$ cat src/design/lch_pkg.sv
// Shared constants, types and the logarithm table of the log-chroma histogram.
package lch_pkg;

  // Histogram geometry and counter width.
  localparam int BINS       = 256;
  localparam int COUNT_BITS = 17;
  localparam int BIN_BITS   = $clog2(BINS);
  localparam int ADDR_BITS  = 2 * BIN_BITS;
  localparam int MEM_DEPTH  = 1 << ADDR_BITS;

  // Fixed port widths.
  localparam int PIX_BITS       = 8;
  localparam int OUT_COUNT_BITS = 17;
  localparam int CFG_BITS       = 18;
  localparam int CFG_IDX_BITS   = 2;
  localparam int OFFSET_BITS    = 9;
  localparam int LUMA_BITS      = 18;

  // Logarithm table: 64*ln(x) with 16 fraction bits.
  localparam int LOG_BITS  = 25;
  localparam int DIFF_BITS = LOG_BITS + 1;

  // Configuration register indexes.
  localparam logic [CFG_IDX_BITS-1:0] REG_BIN_OFFSET = 2'd0;
  localparam logic [CFG_IDX_BITS-1:0] REG_LUMA_LOW   = 2'd1;
  localparam logic [CFG_IDX_BITS-1:0] REG_LUMA_HIGH  = 2'd2;

  // Register reset values.
  localparam logic signed [OFFSET_BITS-1:0] BIN_OFFSET_RST = 9'sd91;
  localparam logic [LUMA_BITS-1:0]          LUMA_LOW_RST   = 18'd25500;
  localparam logic [LUMA_BITS-1:0]          LUMA_HIGH_RST  = 18'd229500;

  // Input command codes.
  localparam logic CMD_ACCUMULATE = 1'b0;
  localparam logic CMD_READ_CLEAR = 1'b1;

  typedef logic [255:0][LOG_BITS-1:0] log_tab_t;

  // Controller commands to the datapath.
  typedef struct packed {
    logic                 load;
    logic                 calc;
    logic                 bin;
    logic                 mem_rd;
    logic                 commit;
    logic                 clear_wr;
    logic [ADDR_BITS-1:0] clear_addr;
  } lch_ctl_t;

  // Entry 0 is never used, since a zero channel skips the pixel.
  function automatic log_tab_t build_log_tab();
    log_tab_t t;
    t = '0;
    for (int x = 1; x < 256; x++) begin
      t[x] = LOG_BITS'($rtoi(4194304.0 * $ln(real'(x)) + 0.5));
    end
    return t;
  endfunction

  localparam log_tab_t LOG_TAB = build_log_tab();

endpackage

$ cat src/design/lch_ctrl.sv
// Sequencing state machine of the log-chroma histogram, including the clearing sweep.
module lch_ctrl (
  input  logic             clk,
  input  logic             rst,
  input  logic             in_valid,
  output logic             in_ready,
  output logic             out_valid,
  input  logic             out_ready,
  output lch_pkg::lch_ctl_t ctl
);
  import lch_pkg::*;

  typedef enum logic [2:0] {
    ST_CLEAR,
    ST_IDLE,
    ST_CALC,
    ST_BIN,
    ST_READ,
    ST_COMMIT
  } state_t;

  state_t               state;
  logic [ADDR_BITS-1:0] clear_addr;
  logic                 slot_free;

  // The result register can take a new beat when empty or being emptied.
  assign slot_free = !out_valid || out_ready;
  assign in_ready  = (state == ST_IDLE);

  always_comb begin
    ctl            = '0;
    ctl.clear_addr = clear_addr;
    unique case (state)
      ST_CLEAR:  ctl.clear_wr = 1'b1;
      ST_IDLE:   ctl.load     = in_valid;
      ST_CALC:   ctl.calc     = 1'b1;
      ST_BIN:    ctl.bin      = 1'b1;
      ST_READ:   ctl.mem_rd   = 1'b1;
      ST_COMMIT: ctl.commit   = slot_free;
      default:   ctl          = '0;
    endcase
  end

  always_ff @(posedge clk) begin
    if (rst) begin
      state      <= ST_CLEAR;
      clear_addr <= '0;
      out_valid  <= 1'b0;
    end else begin
      if (ctl.commit) begin
        out_valid <= 1'b1;
      end else if (out_ready) begin
        out_valid <= 1'b0;
      end
      unique case (state)
        ST_CLEAR: begin
          clear_addr <= clear_addr + 1'b1;
          if (clear_addr == '1) begin
            state <= ST_IDLE;
          end
        end
        ST_IDLE: begin
          if (in_valid) begin
            state <= ST_CALC;
          end
        end
        ST_CALC:  state <= ST_BIN;
        ST_BIN:   state <= ST_READ;
        ST_READ:  state <= ST_COMMIT;
        ST_COMMIT: begin
          if (slot_free) begin
            state <= ST_IDLE;
          end
        end
        default: state <= ST_IDLE;
      endcase
    end
  end

endmodule

$ cat config.mk
export PLATFORM = sky130hd
export DESIGN_NAME = lch_ctrl
export DESIGN_NICKNAME = d
export VERILOG_FILES = /design/src/design/lch_pkg.sv /design/src/design/lch_ctrl.sv
export SDC_FILE = /design/constraint.sdc
export NUM_CORES = 1
export LEC_CHECK = 0
export BUFFER_PORTS_ARGS = -buffer_cell sky130_fd_sc_hd__buf_2
export CAP_MARGIN = 20
export CORE_MARGIN = 3
export CORE_UTILIZATION = 53
export CTS_BUF_LIST = sky130_fd_sc_hd__clkbuf_2
export DETAILED_ROUTE_END_ITERATION = 12
export PLACE_DENSITY = 0.89
export SYNTH_ARGS = -nofsm -noshare
export SYNTH_HDL_FRONTEND = slang
export SYNTH_SLANG_ARGS = --single-unit
$ cat constraint.sdc
create_clock -name clk -period 3.2 [get_ports clk]
set_clock_uncertainty 0.2 [all_clocks]
set_input_delay 0.64 -clock clk [delete_from_list [all_inputs] [get_ports clk]]
set_output_delay 0.64 -clock clk [all_outputs]
set_load 0.05 [all_outputs]
==> flow_metrics.tcl, run 1 <==
set metrics [dict create \
    drtAntennaViolNets 0 \
    track_usage 0.183 \
    r2r_cells 4 \
    synth_area_leaders "dfxtp_1 (38%), and2_1 (8.3%), nor2_1 (5.3%), a21oi_1 (5.2%), xnor2_1 (5.0%)" \
    io_buffers 27 \
    clkLatencyLatePin_ns 0.32 \
    required_ns 2.36 \
    num_vias 979 \
    r2r_end "clear_addr[14]" \
    path_max_fanout 14 \
    die_w_um 50.6 \
    cp.arrival_ns 1.80 \
    setup_viol 0 \
    grt_pass1_wl_um 3650 \
    synthCells 132 \
    path_buf_inv 2 \
    slowest_delay_ns 0.50 \
    cpMaxStageDelayCell "or3_1" \
    worst_pin_slew_ns 0.393 \
    synth_fp_nets 137 \
    drv_slew 0 \
    relSlewSlack 0.738 \
    synth_largest_area_cell "dfxtp_1" \
    overflow 0 \
    viasPerCell 5.38 \
    clock-root-buffer "clkbuf_2" \
    fp.dieH_um 50.6 \
    ys_ff_latch 20 \
    status "finished clean" \
    core_um2 1800 \
    clock_sinks 20 \
    wl_met3_um 100 \
    setup_tns_ns 0 \
    hold_class "reg2reg" \
    remaining_drc_errors 0 \
    max_freq_mhz 379 \
    path_class "reg2out" \
    numCtsBuffers 3 \
    dp_hpwl_um 1610 \
    timing.final.ws_setup_ns 0.561 \
    cts_resized 0 \
    wirelength_um 2200 \
    whs_path_depth 2 \
    multiInputGateArea_um2 598 \
    wire_per_inst_um 12.1 \
    fillCellCount 154 \
    critPathTopFamily "buffers and inverters" \
    area_growth_pct 14.0 \
    synth.avg_cell_area_um2 7.99 \
    r2r-start "state[2]" \
    regToRegSetupSlack_ns 0.83 \
    fin_crit_ns 2.64 \
    crit_chain "or3_1 > inv_1 > buf_2" \
    maxCapViolations 0 \
    synth_flop_cell "dfxtp_1" \
    yosysSeqAreaShare 0.380 \
    yosysWarnings 0 \
    cts.clk_slew.worst_paths_ns 0.18 \
    cts_hold_buf 0 \
    synth_edf_count 0 \
    rsz0062_at_grt "no" \
    antenna_found_initial 0 \
    power_uw 392 \
    top_layer_used "met4" \
    diodes 0 \
    netlist-cell-type-count 31 \
    initial_core_util 0.585 \
    ctsLongestPathBuffers 2 \
    seq_area_um2 400 \
    drtPass1Iterations 4 \
    critPathLaunchType "flop" \
    hold_ws_ns 0.315 \
    grt_max_degree 22 \
    p_leak_nw 0.504 \
    drive_gt1_frac 0.229 \
    place.gp.congestion 0.814 \
    boundaryPins 28 \
    synthesis.area_um2 1050 \
    hold_viol 0 \
    period_share 0.825 \
    rows 15 \
    synth_top_area_frac 0.380 \
    wl_met2_um 1060 \
    endpoint_kind "output pin" \
    first_iter_violations 29 \
    irDropWorstVdd_mv 0.277 \
    wl_met1_um 1000 \
    htreeDepth 1 \
    async_reset_ff_frac 0 \
    grt_pass1_vias 892 \
    post_cts_buffers 0 \
    tritoncts "done" \
    hold_start "clear_addr[1]" \
    hold_end "clear_addr[1]" \
    dp_slack_ns 0.865 \
    dieArea_um2 2560 \
    p_per_area_nw_per_um2 326 \
    nets 163 \
]
[placed cells by master (no fill, tap or decap), types with 2 or more instances in the layout]
cell type | Yosys | routed
buf_2 | 0 | 27
dfxtp_1 | 20 | 20
nor2_1 | 15 | 15
and2_1 | 14 | 14
a21oi_1 | 11 | 11
nand2_1 | 10 | 10
nor3_1 | 6 | 6
xnor2_1 | 6 | 6
inv_1 | 5 | 5
or3_1 | 4 | 4
nand3_1 | 4 | 4
nand4_1 | 4 | 4
nor3b_1 | 3 | 3
xor2_1 | 3 | 3
o21ai_0 | 3 | 3
clkbuf_2 | 0 | 3
and3_1 | 2 | 2
nor2b_1 | 2 | 2
a31oi_1 | 2 | 2
or4_4 | 2 | 2
[power breakdown]
| group | internal (mW) | switching [mW] | leakage (nW) | total (mW) |
|---|---|---|---|---|
| combinational | 0.00933 | 0.0224 | 0.328 | 0.0317 |
| clock | 0.0272 | 0.0765 | 0.0140 | 0.104 |
| sequential | 0.253 | 0.00404 | 0.162 | 0.257 |
[per-layer routing]
| metal | track usage | vias to the layer above |
|---|---|---|
| li1 | - | 501 |
| met1 | 0.212 | 447 |
| met2 | 0.324 | 26 |
| met3 | 0.0297 | 5 |
| met4 | 0.0897 | 0 |
| met5 | 0 | - |
[worst min-delay path, stage by stage, from the launching register on]
cell and delay [ns]:
dfxtp_1 0.37, nand2_1 0.06, a21oi_1 0.06
[how the worst max path moves through the flow]
| stage | from | to | slack, ns | cells past startpoint |
|---|---|---|---|---|
| global route | state[2] | ctl[16] | 0.41 | 3 |
| floorplan | state[1] | ctl[21] | 0.45 | 4 |
| CTS | state[2] | ctl[16] | 0.56 | 3 |
| finish | state[2] | ctl[16] | 0.56 | 3 |
| detailed placement | state[2] | clear_addr[14] | 0.86 | 4 |
| global placement | state[2] | clear_addr[14] | 0.94 | 4 |
[sequential cells by signal (all words and copies together) (netlist names)]
register / flops
clear_addr: 16
out_valid: 1
state: 3
[cells by family (layout without fill, tap and decap cells)]
logic type | after synthesis | after routing | share of synthesized area
buf+inv | 11 | 36 | 0.0534
mux | 1 | 1 | 0.0107
fa+ha+maj | 1 | 1 | 0.0119
simple gates | 72 | 72 | 0.376
compound gates | 18 | 18 | 0.0937
flops | 20 | 20 | 0.380
xor+xnor | 9 | 9 | 0.0747
[Yosys cell counts (all sizes together), types with 4 or more instances]
library cell,n
nor2,15
nand3,4
and2,14
a21oi,11
xnor2,6
nand2,10
nor3,6
or3,4
dfxtp,20
nand4,4
inv,5
[cell type report]
| class | count | area share |
|---|---|---|
| Inverter | 5 | 0.0156 |
| Clock buffer | 3 | 0.0125 |
| Tap cell | 25 | 0.0260 |
| Clock inverter | 1 | 0.00312 |
| Multi-Input combinational cell | 101 | 0.497 |
| Timing Repair Buffer | 27 | 0.112 |
| Sequential cell | 20 | 0.333 |
[stage by stage]
| stage | std cells | utilization | area, um2 |
|---|---|---|---|
| 2_1_floorplan | 132 | - | 1050 |
| 6_report | 182 | 0.667 | 1200 |
| 4_1_cts | 182 | 0.667 | 1200 |
| 3_3_place_gp | 178 | 0.657 | 1180 |
| 3_5_place_dp | 178 | 0.657 | 1180 |
| 5_1_grt | 182 | 0.667 | 1200 |
No activity file was read; power rests on OpenSTA's default activity.
==> run 2: changes to the inputs <==
clock period = 2.7 ns   (was 3.2 ns; I/O delays follow)
==> run 2 against run 1 <==
Register-to-register slack lost 0.52 ns. Worst hold slack worse by 0.0078 ns. Design area increased by 2.8%. Critical endpoint unchanged. Non-clock buffer count up 1. Flip-flop and latch count is the same. Utilization up 1.9 points. Global-route usage grew 1.6 points. Critical path depth unchanged. Power up 44%. First-iteration DRC count fell by 3.4%. Sequential share of layout area shrank 0.91 points.
==> flow_metrics.tcl, run 2 (synthesis gave the netlist of run 1 again) <==
set metrics [dict create \
    status "finished clean" \
    cts_hold_buf 0 \
    tritoncts "done" \
    path_max_fanout 10 \
    switching_power_uw 128 \
    hold_ws_ns 0.307 \
    power.internal_uw 439 \
    max_freq_mhz 390 \
    overflow 0 \
    timing.final.ws_setup_ns 0.137 \
    nets 164 \
    seqPwrFrac 0.538 \
    fin_util 0.686 \
    regMostFlops "clear_addr" \
    period_share 0.949 \
    slowest_delay_ns 0.56 \
    post_cts_buffers 0 \
    io_buffers 27 \
    rows 15 \
    critPathLaunchType "flop" \
    required_ns 1.96 \
    wire_per_inst_um 12.4 \
    dp_slack_ns 0.351 \
    p_leak_nw 0.522 \
    layout_commonest_cell "buf_2" \
    rsz0062_at_grt "no" \
    clock_sinks 20 \
    irDropWorstVdd_mv 0.337 \
    hold_class "reg2reg" \
    viasPerCell 5.45 \
    setup_tns_ns 0 \
    place.gp.congestion 0.803 \
    relSlewSlack 0.739 \
    fp.dieH_um 50.6 \
    cts.clk_slew.worst_paths_ns 0.19 \
    worst_pin_slew_ns 0.389 \
    dp_hpwl_um 1680 \
    endpoint_kind "output pin" \
    cpMaxStageDelayCell "or3_1" \
    setup_viol 0 \
    combinationalPowerShare 0.067 \
    cts_resized 0 \
    area_growth_pct 17.2 \
    first_iter_violations 28 \
    fillCellCount 157 \
    grt_max_degree 22 \
    drv_slew 0 \
    ctsLongestPathBuffers 2 \
    cp.arrival_ns 1.82 \
    fin_crit_ns 2.56 \
    wirelength_um 2280 \
    grt_pass1_wl_um 3920 \
    drtPass1Iterations 4 \
    grt_pass1_vias 953 \
    boundaryPins 28 \
    drive_gt1_frac 0.241 \
    p_sw_frac 0.226 \
    dieArea_um2 2560 \
    reg.largest.list "clear_addr (16), state (3), out_valid (1)" \
    path_class "reg2out" \
    pwr-share-clk 0.395 \
    clkLatencyLatePin_ns 0.32 \
    core_um2 1800 \
    numCtsBuffers 3 \
    num_vias 997 \
    maxCapViolations 0 \
    antenna_found_initial 0 \
    diodes 0 \
    remaining_drc_errors 0 \
    htreeDepth 1 \
    initial_core_util 0.585 \
    final_cell_mix "buf_2 (27), dfxtp_1 (20), nor2_1 (15)" \
    largest_reg_flops 16 \
    p_per_area_nw_per_um2 458 \
    clock-root-buffer "clkbuf_2" \
    die_w_um 50.6 \
    track_usage 0.199 \
    drtAntennaViolNets 0 \
    hold_viol 0 \
    crit_chain "or3_1 > inv_1 > buf_2" \
]
==> run 2: area by class of cell <==
type / count / area (um2) / share of cell area
multi-input combinational: 101 / 598 / 0.484
sequential: 20 / 400 / 0.324
tap: 25 / 31.3 / 0.0253
clock buffer: 3 / 15.0 / 0.0121
inverter: 5 / 18.8 / 0.0152
timing repair buffer: 28 / 143 / 0.115
clock inverter: 1 / 30.0 / 0.0243
==> run 2: metrics by stage <==
stage               instance area (um2)  std cells  total power [mW]
floorplan                          1050        132             0.339
global placement                   1190        179             0.348
detailed placement                 1190        179             0.349
CTS                                1240        183             0.569
global route                       1240        183             0.589
finish                             1240        183             0.567
==> run 2: worst max-delay path: cells and delay by family, from the launching register on <==
| kind | cells | cell delay, ns |
|---|---|---|
| and+or+nand+nor | 1 | 0.56 |
| buffers and inverters | 2 | 0.53 |
| DFF | 1 | 0.42 |
==> run 2: worst paths after layout <==
check,cells past startpoint,endpoint,from,slack (ns)
min reg2reg,2,clear_addr[1],clear_addr[1],0.31
max reg2reg,4,clear_addr[14],state[1],0.31
min,2,clear_addr[1],clear_addr[1],0.31
max,3,ctl[16],state[1],0.14
==> run 2: power groups by stage <==
stage          clock network, mW  registers (mW)  logic [mW]
2_1_floorplan                  0           0.309      0.0296
6_report                   0.224           0.305      0.0380
3_3_place_gp                   0           0.310      0.0374
4_1_cts                    0.226           0.305      0.0380
5_1_grt                    0.243           0.306      0.0409
3_5_place_dp                   0           0.310      0.0381
==> run 2: layer usage <==
metal	part of all wire	GRT usage	vias up
met1	0.43	0.228	463
li1	-	-	505
met3	0.050	0.0475	5
met4	0.013	0.103	0
met2	0.50	0.341	24
met5	0	0	-
==> run 3: changes to the inputs <==
CORE_UTILIZATION = 58   (was 53)
PLACE_DENSITY = 0.95   (was 0.89)
clock period = 2.95 ns   (was 2.7 ns; I/O delays follow)
==> run 3 against run 2 <==
Setup slack better by 0.20 ns. Via count is 1.5% higher. Power is 25% lower. Combinational power is 8.4% lower. Non-clock buffer count is 1 lower. Design area is 2.8% lower. Register-to-register slack better by 0.23 ns. Count of clock-buffer cells in the layout stayed put. Critical path type unchanged.
==> flow_metrics.tcl, run 3 (synthesis gave the netlist of run 1 again) <==
set metrics [dict create \
    status "finished clean" \
    area_growth_pct 13.9 \
    num_vias 1012 \
    drive_gt1_frac 0.229 \
    tritoncts "done" \
    cts_hold_buf 0 \
    cts.clk_slew.worst_paths_ns 0.19 \
    drtPass1Iterations 4 \
    drv_slew 0 \
    clock_sinks 20 \
    critPathLaunchType "flop" \
    core_um2 1610 \
    relSlewSlack 0.745 \
    antenna_found_initial 0 \
    endpoint_kind "output pin" \
    fin_crit_ns 2.62 \
    period_share 0.886 \
    wire_per_inst_um 13.6 \
    remaining_drc_errors 0 \
    largest_reg_flops 16 \
    die_w_um 48.6 \
    rsz0062_at_grt "no" \
    viasPerCell 5.59 \
    wirelength_um 2470 \
    reg.largest.list "clear_addr (16), state (3), out_valid (1)" \
    clock-root-buffer "clkbuf_2" \
    irDropWorstVdd_mv 0.219 \
    path_max_fanout 10 \
    first_iter_violations 27 \
    numCtsBuffers 3 \
    max_freq_mhz 382 \
    fp.dieH_um 48.6 \
    initial_core_util 0.655 \
    nets 163 \
    grt_pass1_vias 961 \
    grt_pass1_wl_um 4310 \
    overflow 0 \
    fillCellCount 120 \
    boundaryPins 28 \
    final_cell_mix "buf_2 (27), dfxtp_1 (20), nor2_1 (15)" \
    drtAntennaViolNets 0 \
    io_buffers 27 \
    worst_pin_slew_ns 0.382 \
    cts_resized 0 \
    path_class "reg2out" \
    track_usage 0.229 \
    grt_max_degree 22 \
    rows 14 \
    clkLatencyLatePin_ns 0.33 \
    dp_hpwl_um 1840 \
    place.gp.congestion 0.840 \
    setup_tns_ns 0 \
    layout_commonest_cell "buf_2" \
    p_leak_nw 0.504 \
    regMostFlops "clear_addr" \
    dieArea_um2 2370 \
    ctsLongestPathBuffers 2 \
    setup_viol 0 \
    power_uw 427 \
    cp.arrival_ns 1.83 \
    htreeDepth 1 \
    hold_viol 0 \
    hold_class "reg2reg" \
    required_ns 2.16 \
    diodes 0 \
    p_per_area_nw_per_um2 355 \
    maxCapViolations 0 \
    post_cts_buffers 0 \
]
[run 3: worst paths after layout]
| path | start | end | slack, ns | cells after the start |
|---|---|---|---|---|
| worst min-delay path | out_valid | out_valid | 0.33 | 2 |
| worst max-delay path | state[1] | ctl[16] | 0.33 | 3 |
| worst max register to register | state[1] | clear_addr[14] | 0.54 | 4 |
| worst min register to register | out_valid | out_valid | 0.33 | 2 |
[run 3: critical path: stages, from the launching register on]
cell     delay [ns]
dfxtp_1        0.43
or3_1          0.56
inv_1          0.21
buf_2          0.30
[run 3: layout make-up]
| type | instances | area, um2 | share of cell area |
|---|---|---|---|
| Tap cell | 24 | 30.0 | 0.0250 |
| Timing Repair Buffer | 27 | 135 | 0.113 |
| Inverter | 5 | 18.8 | 0.0156 |
| Multi-Input combinational cell | 101 | 598 | 0.498 |
| Clock buffer | 3 | 15.0 | 0.0125 |
| Clock inverter | 1 | 3.75 | 0.00313 |
| Sequential cell | 20 | 400 | 0.333 |
[run 3: routing by layer]
metal  up-vias  GRT usage  wire length (um)
li1        504          -                 -
met1       451      0.284              1030
met2        44      0.346              1180
met3        13     0.0460               147
met4         0      0.175               109
met5         -          0                 0
[run 3: per-stage QoR]
stage | hold slack, ns | instances | worst slack (ns) | utilization | instance area (um2)
5_1_grt | 0.335 | 181 | 0.210 | 0.745 | 1200
3_3_place_gp | 0.280 | 177 | 0.689 | 0.734 | 1180
3_5_place_dp | 0.297 | 177 | 0.612 | 0.734 | 1180
4_1_cts | 0.321 | 181 | 0.348 | 0.745 | 1200
6_report | 0.328 | 181 | 0.335 | 0.745 | 1200
2_1_floorplan | 0.262 | 132 | 0.248 | - | 1050
[run 3: report_power, final]
| part | internal (mW) | switching [mW] | leakage, nW |
|---|---|---|---|
| Combinational | 0.0101 | 0.0247 | 0.328 |
| Clock | 0.0295 | 0.0831 | 0.0140 |
| Sequential | 0.274 | 0.00504 | 0.162 |
| Total | 0.314 | 0.113 | 0.504 |
